[config.mk]
export PLATFORM = sky130hd
export DESIGN_NAME = hsv_to_rgb_converter
export DESIGN_NICKNAME = d
export VERILOG_FILES = /design/src/design/hsvrgb_pkg.sv /design/src/design/hsv_to_rgb_converter.sv /design/src/design/hsvrgb_front.sv /design/src/design/hsvrgb_queue.sv /design/src/design/hsvrgb_back.sv
export SDC_FILE = /design/constraint.sdc
export NUM_CORES = 2
export LEC_CHECK = 0
export BUFFER_PORTS_ARGS = -buffer_cell sky130_fd_sc_hd__buf_2
export CORE_ASPECT_RATIO = 1.75
export CORE_MARGIN = 2
export CORE_UTILIZATION = 30
export CTS_BUF_LIST = sky130_fd_sc_hd__clkbuf_16
export DETAILED_ROUTE_END_ITERATION = 10
export PLACE_DENSITY_LB_ADDON = 0.08
export SLEW_MARGIN = 20
export SYNTH_ARGS = -nofsm -noshare
export SYNTH_HDL_FRONTEND = slang
export SYNTH_SLANG_ARGS = --single-unit
[constraint.sdc]
create_clock -name clk -period 16.81 [get_ports clk]
set_input_delay 4.2025 -clock clk [delete_from_list [all_inputs] [get_ports clk]]
set_output_delay 4.2025 -clock clk [all_outputs]
set_load 0.005 [all_outputs]
[src/design/hsvrgb_pkg.sv]
`default_nettype none

package hsvrgb_pkg;

	// input pixel request
	typedef struct packed {
		logic [8:0] hue;
		logic [6:0] saturation;
		logic [6:0] brightness;
	} pixel_t;

	// output color
	typedef struct packed {
		logic [7:0] red;
		logic [7:0] green;
		logic [7:0] blue;
	} color_t;

	// hue sector codes, one per 60 degrees
	localparam logic [2:0] SECT_RY = 3'd0;
	localparam logic [2:0] SECT_YG = 3'd1;
	localparam logic [2:0] SECT_GC = 3'd2;
	localparam logic [2:0] SECT_CB = 3'd3;
	localparam logic [2:0] SECT_BM = 3'd4;
	localparam logic [2:0] SECT_MR = 3'd5;

	// classified request passed from front to back
	typedef struct packed {
		logic [2:0] sector;
		logic [5:0] hue_dev;
		logic [6:0] sat;
		logic [6:0] val;
	} item_t;

	localparam int QUEUE_DEPTH_DEF = 2;

	localparam logic [6:0] PCT_FULL   = 7'd100;
	localparam logic [5:0] SECT_SPAN  = 6'd60;
	// reciprocal of 625 at a scale of 2^25
	localparam logic [15:0] RECIP_625 = 16'd53687;
	localparam logic [9:0]  DIV_625   = 10'd625;

endpackage

`default_nettype wire

[src/design/hsv_to_rgb_converter.sv]
`default_nettype none

// HSV to 8-bit RGB pixel converter.
// Request channel: pixel (hue in degrees, saturation and brightness in
// percent) is taken at a rising edge where start is high and busy is low.
// Saturation and brightness above 100 are treated as 100; hue 300 and up
// falls in the magenta-red sector.
// Result channel: done is high for exactly one cycle with color valid in
// that cycle; the receiver takes it at the edge that ends the cycle.
// Each pixel passes the front register, the queue and the five back stages
// in that order; done rises once it reaches the last back stage.
// Throughput: one pixel per cycle. The front register feeds a small queue
// that the five-stage back pipeline drains every cycle, so busy stays low
// in steady operation and only rises if the queue ever fills.
// The receiver cannot stall; results are never held or dropped.
// Reset (arst_n low) empties the front register, the queue and the
// pipeline valids; no pixel is in flight afterwards.
module hsv_to_rgb_converter
	import hsvrgb_pkg::*;
#(
	parameter int QUEUE_DEPTH = QUEUE_DEPTH_DEF
) (
	input  wire logic   clk,
	input  wire logic   arst_n,
	input  wire logic   start,
	input  wire pixel_t pixel,
	output logic        busy,
	output logic        done,
	output color_t      color
);

	logic  q_full;
	logic  q_empty;
	logic  push;
	item_t push_item;
	item_t head;

	hsvrgb_front u_front (
		.clk       (clk),
		.arst_n    (arst_n),
		.start     (start),
		.pixel     (pixel),
		.busy      (busy),
		.q_full    (q_full),
		.push      (push),
		.push_item (push_item)
	);

	hsvrgb_queue #(
		.DEPTH (QUEUE_DEPTH)
	) u_queue (
		.clk       (clk),
		.arst_n    (arst_n),
		.push      (push),
		.push_item (push_item),
		.pop       (!q_empty),
		.head      (head),
		.empty     (q_empty),
		.full      (q_full)
	);

	hsvrgb_back u_back (
		.clk      (clk),
		.arst_n   (arst_n),
		.in_valid (!q_empty),
		.item     (head),
		.done     (done),
		.color    (color)
	);

endmodule

`default_nettype wire

[src/design/hsvrgb_front.sv]
`default_nettype none

module hsvrgb_front
	import hsvrgb_pkg::*;
(
	input  wire logic   clk,
	input  wire logic   arst_n,
	input  wire logic   start,
	input  wire pixel_t pixel,
	output logic        busy,
	input  wire logic   q_full,
	output logic        push,
	output item_t       push_item
);

	logic       advance;
	logic [6:0] t_mod;
	item_t      cls;
	item_t      item_s1;
	logic       valid_s1;

	// clamp percentages, reduce hue mod 120, pick sector
	always_comb begin
		cls.sat = (pixel.saturation > PCT_FULL) ? PCT_FULL : pixel.saturation;
		cls.val = (pixel.brightness > PCT_FULL) ? PCT_FULL : pixel.brightness;
		if (pixel.hue < 9'd120) begin
			t_mod = pixel.hue[6:0];
		end else if (pixel.hue < 9'd240) begin
			t_mod = 7'(pixel.hue - 9'd120);
		end else if (pixel.hue < 9'd360) begin
			t_mod = 7'(pixel.hue - 9'd240);
		end else if (pixel.hue < 9'd480) begin
			t_mod = 7'(pixel.hue - 9'd360);
		end else begin
			t_mod = 7'(pixel.hue - 9'd480);
		end
		cls.hue_dev = (t_mod >= 7'd60) ? 6'(t_mod - 7'd60) : 6'(7'd60 - t_mod);
		if (pixel.hue < 9'd60) begin
			cls.sector = SECT_RY;
		end else if (pixel.hue < 9'd120) begin
			cls.sector = SECT_YG;
		end else if (pixel.hue < 9'd180) begin
			cls.sector = SECT_GC;
		end else if (pixel.hue < 9'd240) begin
			cls.sector = SECT_CB;
		end else if (pixel.hue < 9'd300) begin
			cls.sector = SECT_BM;
		end else begin
			cls.sector = SECT_MR;
		end
	end

	// front register moves on unless it holds a pixel and the queue is full
	assign advance   = !valid_s1 || !q_full;
	assign busy      = !advance;
	assign push      = valid_s1 && !q_full;
	assign push_item = item_s1;

	always_ff @(posedge clk or negedge arst_n) begin
		if (!arst_n) begin
			valid_s1 <= 1'b0;
		end else if (advance) begin
			valid_s1 <= start;
		end
	end

	always_ff @(posedge clk) begin
		if (advance && start) begin
			item_s1 <= cls;
		end
	end

endmodule

`default_nettype wire

[src/design/hsvrgb_queue.sv]
`default_nettype none

module hsvrgb_queue
	import hsvrgb_pkg::*;
#(
	parameter int DEPTH = QUEUE_DEPTH_DEF
) (
	input  wire logic  clk,
	input  wire logic  arst_n,
	input  wire logic  push,
	input  wire item_t push_item,
	input  wire logic  pop,
	output item_t      head,
	output logic       empty,
	output logic       full
);

	localparam int IDX_W = (DEPTH > 1) ? $clog2(DEPTH) : 1;
	localparam int CNT_W = $clog2(DEPTH + 1);

	item_t              slots_q [DEPTH];
	logic [IDX_W-1:0]   wr_ptr_q;
	logic [IDX_W-1:0]   rd_ptr_q;
	logic [CNT_W-1:0]   count_q;
	logic               do_push;
	logic               do_pop;

	assign empty   = (count_q == '0);
	assign full    = (count_q == CNT_W'(DEPTH));
	assign do_push = push && !full;
	assign do_pop  = pop && !empty;
	assign head    = slots_q[rd_ptr_q];

	// pointers and fill count
	always_ff @(posedge clk or negedge arst_n) begin
		if (!arst_n) begin
			wr_ptr_q <= '0;
			rd_ptr_q <= '0;
			count_q  <= '0;
		end else begin
			if (do_push) begin
				wr_ptr_q <= (wr_ptr_q == IDX_W'(DEPTH - 1)) ? '0 : wr_ptr_q + 1'b1;
			end
			if (do_pop) begin
				rd_ptr_q <= (rd_ptr_q == IDX_W'(DEPTH - 1)) ? '0 : rd_ptr_q + 1'b1;
			end
			if (do_push && !do_pop) begin
				count_q <= count_q + 1'b1;
			end else if (do_pop && !do_push) begin
				count_q <= count_q - 1'b1;
			end
		end
	end

	// storage
	always_ff @(posedge clk) begin
		if (do_push) begin
			slots_q[wr_ptr_q] <= push_item;
		end
	end

endmodule

`default_nettype wire

[src/design/hsvrgb_back.sv]
`default_nettype none

module hsvrgb_back
	import hsvrgb_pkg::*;
(
	input  wire logic  clk,
	input  wire logic  arst_n,
	input  wire logic  in_valid,
	input  wire item_t item,
	output logic       done,
	output color_t     color
);

	logic [13:0] vs_s1;
	logic [13:0] vn_s1;
	logic [5:0]  k_s1 [3];
	logic        valid_s1;

	logic [19:0] sum_s2 [3];
	logic        valid_s2;

	logic [17:0] y_s3 [3];
	logic        valid_s3;

	logic [17:0] y_s4 [3];
	logic [33:0] p_s4 [3];
	logic        valid_s4;

	logic [7:0]  q_s5 [3];
	logic        valid_s5;

	logic [5:0]  k_c;
	logic [5:0]  k_x;
	logic [5:0]  k_sel [3];

	// place chroma, secondary and zero weights on channels by sector
	always_comb begin
		k_c = SECT_SPAN;
		k_x = SECT_SPAN - item.hue_dev;
		case (item.sector)
			SECT_RY: begin
				k_sel[0] = k_c; k_sel[1] = k_x; k_sel[2] = '0;
			end
			SECT_YG: begin
				k_sel[0] = k_x; k_sel[1] = k_c; k_sel[2] = '0;
			end
			SECT_GC: begin
				k_sel[0] = '0; k_sel[1] = k_c; k_sel[2] = k_x;
			end
			SECT_CB: begin
				k_sel[0] = '0; k_sel[1] = k_x; k_sel[2] = k_c;
			end
			SECT_BM: begin
				k_sel[0] = k_x; k_sel[1] = '0; k_sel[2] = k_c;
			end
			default: begin
				k_sel[0] = k_c; k_sel[1] = '0; k_sel[2] = k_x;
			end
		endcase
	end

	// stage valids
	always_ff @(posedge clk or negedge arst_n) begin
		if (!arst_n) begin
			valid_s1 <= 1'b0;
			valid_s2 <= 1'b0;
			valid_s3 <= 1'b0;
			valid_s4 <= 1'b0;
			valid_s5 <= 1'b0;
		end else begin
			valid_s1 <= in_valid;
			valid_s2 <= valid_s1;
			valid_s3 <= valid_s2;
			valid_s4 <= valid_s3;
			valid_s5 <= valid_s4;
		end
	end

	// stage 1: v*s and v*(100-s)
	always_ff @(posedge clk) begin
		vs_s1 <= 14'(item.val) * 14'(item.sat);
		vn_s1 <= 14'(item.val) * 14'(PCT_FULL - item.sat);
		for (int i = 0; i < 3; i++) begin
			k_s1[i] <= k_sel[i];
		end
	end

	// stage 2: channel plus offset at scale 600000
	always_ff @(posedge clk) begin
		for (int i = 0; i < 3; i++) begin
			sum_s2[i] <= 20'(vs_s1) * 20'(k_s1[i]) + 20'(vn_s1) * 20'(SECT_SPAN);
		end
	end

	// stage 3: times 255/600000 is times 17/40000; take 17/64 here
	always_ff @(posedge clk) begin
		for (int i = 0; i < 3; i++) begin
			y_s3[i] <= 18'(({4'd0, sum_s2[i]} + {sum_s2[i], 4'd0}) >> 6);
		end
	end

	// stage 4: reciprocal multiply for divide by 625
	always_ff @(posedge clk) begin
		for (int i = 0; i < 3; i++) begin
			y_s4[i] <= y_s3[i];
			p_s4[i] <= 34'(y_s3[i]) * 34'(RECIP_625);
		end
	end

	// stage 5: estimate is exact or one low; fix with remainder check
	always_ff @(posedge clk) begin
		for (int i = 0; i < 3; i++) begin
			if (18'(y_s4[i] - 18'(p_s4[i][32:25]) * 18'(DIV_625)) >= 18'(DIV_625)) begin
				q_s5[i] <= p_s4[i][32:25] + 8'd1;
			end else begin
				q_s5[i] <= p_s4[i][32:25];
			end
		end
	end

	assign done        = valid_s5;
	assign color.red   = q_s5[0];
	assign color.green = q_s5[1];
	assign color.blue  = q_s5[2];

endmodule

`default_nettype wire

==> reports/qor.yml <==
max_stage_delay_ps: 610
grt_first_pass_wirelength_mm: 198
regToRegSetupSlack_ps: 10350
cts_tree: "done"
drv_cap: 0
syn2layout_area_growth_pct: 9.42
critPathSlowestCell: "fa_1"
drive_above_1_share_pct: 4.83
fin_ws_ps: 10350
die-width_um: 301
root_buffer: "clkbuf_16"
arrival_ps: 6990
wl_mm: 124
clk_latency_ps: 660
reg2reg_to: "u_back.sum_s2[0][39]$_DFF_P_"
htreeDepth: 2
syn_inst: 4771
dp_slack_ps: 9790
synth_top_area_share_pct: 29.7
grtUsageTotal_pct: 16.4
io_buffers: 51
grt.overflow.total: 0
gp_congestion: 0.836
nFillCells: 16175
start_util_pct: 30.2
layout.nets: 6300
post-route-period-util_pct: 38.5
dr.pass1.iters: 5
synth-main-ff-cell: "dfxtp_1"
ys_seq_area_share_pct: 16.3
crit_chain: "fa_1 > fa_1 > fa_1 > a21o_1 > a21oi_1 > nor2b_1 > o21a_1 > o22a_1 > a21oi_1 > xnor2_1 > inv_1 > fa_1 > inv_1 > ha_1 > and3_1 > a21oi_1 > o21ai_1 > o21ai_0 > o2111ai_1 > a21oi_1 > xnor3_1"
slew-limit-headroom_pct: 29.2
holdPathStages: 0
grt_pass1_vias: 35816
cts_sinks: 340
yosys_warnings: 0
cts_buffer_depth: 3
path_max_fanout: 5
synth-edff-count: 69
required_ps: 17340
ys_ff_latch: 340
min-delay-start: "u_back.valid_s4$_DFF_PN0_"
path_buf_inv: 2
syn_area_mm2: 0.0462
hold_violations: 0
viasPerCell: 4.56
synth.distinct_cells: 102
dpl.hpwl_mm: 108
vias: 31359
antenna_found_initial: 1
core_mm2: 0.153
syn_nets: 6245
hold_class: "flip-flop to flip-flop"
r2r_start: "u_back.vs_s1[0]$_DFF_P_"
syn_area_per_cell_um2: 9.68
synth_area_leaders: "fa_1 (30%), ha_1 (21%), dfxtp_1 (11%)"
io_pins: 52
max_freq_ghz: 0.155
critical_path_class: "flip-flop to flip-flop"
path_delay_family: "adder cells"
drc: 0
reg2regPathDepth: 21
synth_top_area_cell: "fa_1"
clock_skew_ps: 37.2
cts.repair.resized: 0
routedWlPerCell_um: 18.0
fin_crit_ps: 6460
cp-start-kind: "flip-flop"
worst_setup_path_end_kind: "flip-flop"
dr.first_iter.drc_count: 810
worst_pin_slew_ps: 1060
ys_async_sr_fraction_pct: 2.94
cts_made_buffers: 44
final_util_pct: 33.0
cts_setup_buffers: 0
rsz0062_at_grt: "no"
drv_slew: 0
path_clk_slew_ps: 70
die_h_um: 523
finalSetupTns_ps: 0
grt_max_degree: 40
setup_viol: 0
die-area_mm2: 0.157
ant_nets: 0
min_delay_worst_endpoint: "u_back.done$_DFF_PN0_"
status: "complete, no violations"
core.rowCount: 190
hold_buffers: 0
-- worst max path at each step --
stage                                  from                               to  slack [ps]  cells past startpoint
floorplan                         pixel[18]  u_front.push_item[15]$_DFFE_PP_       10310                     12
finish              u_back.vs_s1[0]$_DFF_P_     u_back.sum_s2[0][39]$_DFF_P_       10350                     21
global placement                  pixel[19]  u_front.push_item[15]$_DFFE_PP_        9760                      9
CTS                 u_back.vn_s1[1]$_DFF_P_     u_back.sum_s2[0][39]$_DFF_P_       10320                     21
detailed placement                pixel[18]  u_front.push_item[15]$_DFFE_PP_        9790                     13
global route        u_back.vn_s1[2]$_DFF_P_     u_back.sum_s2[0][39]$_DFF_P_       10080                     23
-- flip-flops by register name, summed over array words and instances, names as in the netlist --
name / count
u_queue.slots_q: 46
u_back.p_s4: 27
u_queue.count_q: 2
u_queue.rd_ptr_q: 1
u_back.y_s4: 51
u_back.vs_s1: 14
u_queue.wr_ptr_q: 1
u_front.push_item: 23
u_back.q_s5: 24
u_back.y_s3: 54
u_back.valid_s3: 1
u_back.k_s1: 18
u_back.valid_s4: 1
u_back.done: 1
u_back.valid_s1: 1
u_back.valid_s2: 1
u_back.vn_s1: 13
u_front.valid_s1: 1
u_back.sum_s2: 60
-- through the flow --
stage / instance area [um^2] / cells / hold WS (ps)
6_report: 50500 / 6879 / 361
5_1_grt: 50500 / 6879 / 375
4_1_cts: 50500 / 6878 / 367
3_5_place_dp: 48900 / 6796 / 342
3_3_place_gp: 48900 / 6796 / 349
2_1_floorplan: 46200 / 4771 / 331
-- logic make-up after synthesis --
group,synth area share (%)
AO/OA/AOI/OAI,8.96
XOR/XNOR,4.13
adder cells (fa/ha/maj),50.3
buffers and inverters,9.99
flip-flops,16.3
multiplexers,0.918
AND/OR/NAND/NOR,9.32
-- routing by layer --
metal  track usage [%]  vias up  part of all wire, %
li1                  -    15346                    -
met1              15.8    15594                   35
met2              34.8      264                   59
met3              1.21      155                  1.3
met4              6.58        0                  4.4
met5                 0        -                    0
-- cell type report --
type	instances	area [um^2]	area share [%]
Clock buffer	44	1100	2.18
Timing Repair Buffer	74	428	0.847
Tap cell	2016	2520	4.99
Inverter	1162	4360	8.63
Antenna cell	1	2.50	0.00495
Sequential cell	340	7550	14.9
Multi-Input combinational cell	3204	34100	67.4
Clock inverter	38	500	0.990
-- synth_stat cells, types with 9 or more instances --
library cell / n
ha_1: 763
edfxtp_1: 69
nor2b_1: 34
xor2_1: 47
o21a_1: 38
nand4_1: 19
a31oi_1: 22
and3_1: 38
o211ai_1: 28
nand3_1: 57
and2_1: 65
nor4_1: 9
a211o_1: 10
mux2_2: 14
dfrtp_1: 10
a21o_1: 45
nor2_1: 178
nand2b_1: 36
or2_2: 19
xnor2_1: 163
a21oi_1: 160
nor3_1: 62
dfxtp_1: 261
o31ai_1: 15
o2111ai_1: 14
mux2i_1: 24
fa_1: 685
inv_1: 1162
nand2_1: 325
o21ai_0: 112
or3_1: 26
o21bai_1: 18
a211oi_1: 23
clkbuf_1: 57
-- cells in the final DEF (no fill, tap or decap), types with 14 or more instances in the layout --
master / instances
o31ai_1: 15
a21o_1: 45
o21a_1: 38
mux2_2: 14
nor3_1: 62
mux2i_1: 24
a21oi_1: 160
and2_1: 65
o21bai_1: 18
buf_2: 51
o2111ai_1: 14
and3_1: 38
nand2_1: 325
xnor2_1: 159
a31oi_1: 22
inv_1: 1166
nand3_1: 57
xor2_1: 47
nor2b_1: 34
clkbuf_16: 44
a211oi_1: 23
or2_2: 19
ha_1: 763
fa_1: 685
nand4_1: 19
o21ai_0: 112
dfxtp_1: 261
nor2_1: 177
buf_4: 23
edfxtp_1: 69
o211ai_1: 28
or3_1: 26
nand2b_1: 36
-- worst reg2reg max path, delay by kind of cell (launching register included) --
family,cells,cell delay [ps]
XOR/XNOR,2,840
buffers and inverters,2,390
AO/OA/AOI/OAI,10,2070
adder cells (fa/ha/maj),5,2480
AND/OR/NAND/NOR,2,250
flip-flops,1,330
Power is not shown: default switching activity piles up to over one toggle a cycle in this logic, so the estimate is an artifact.
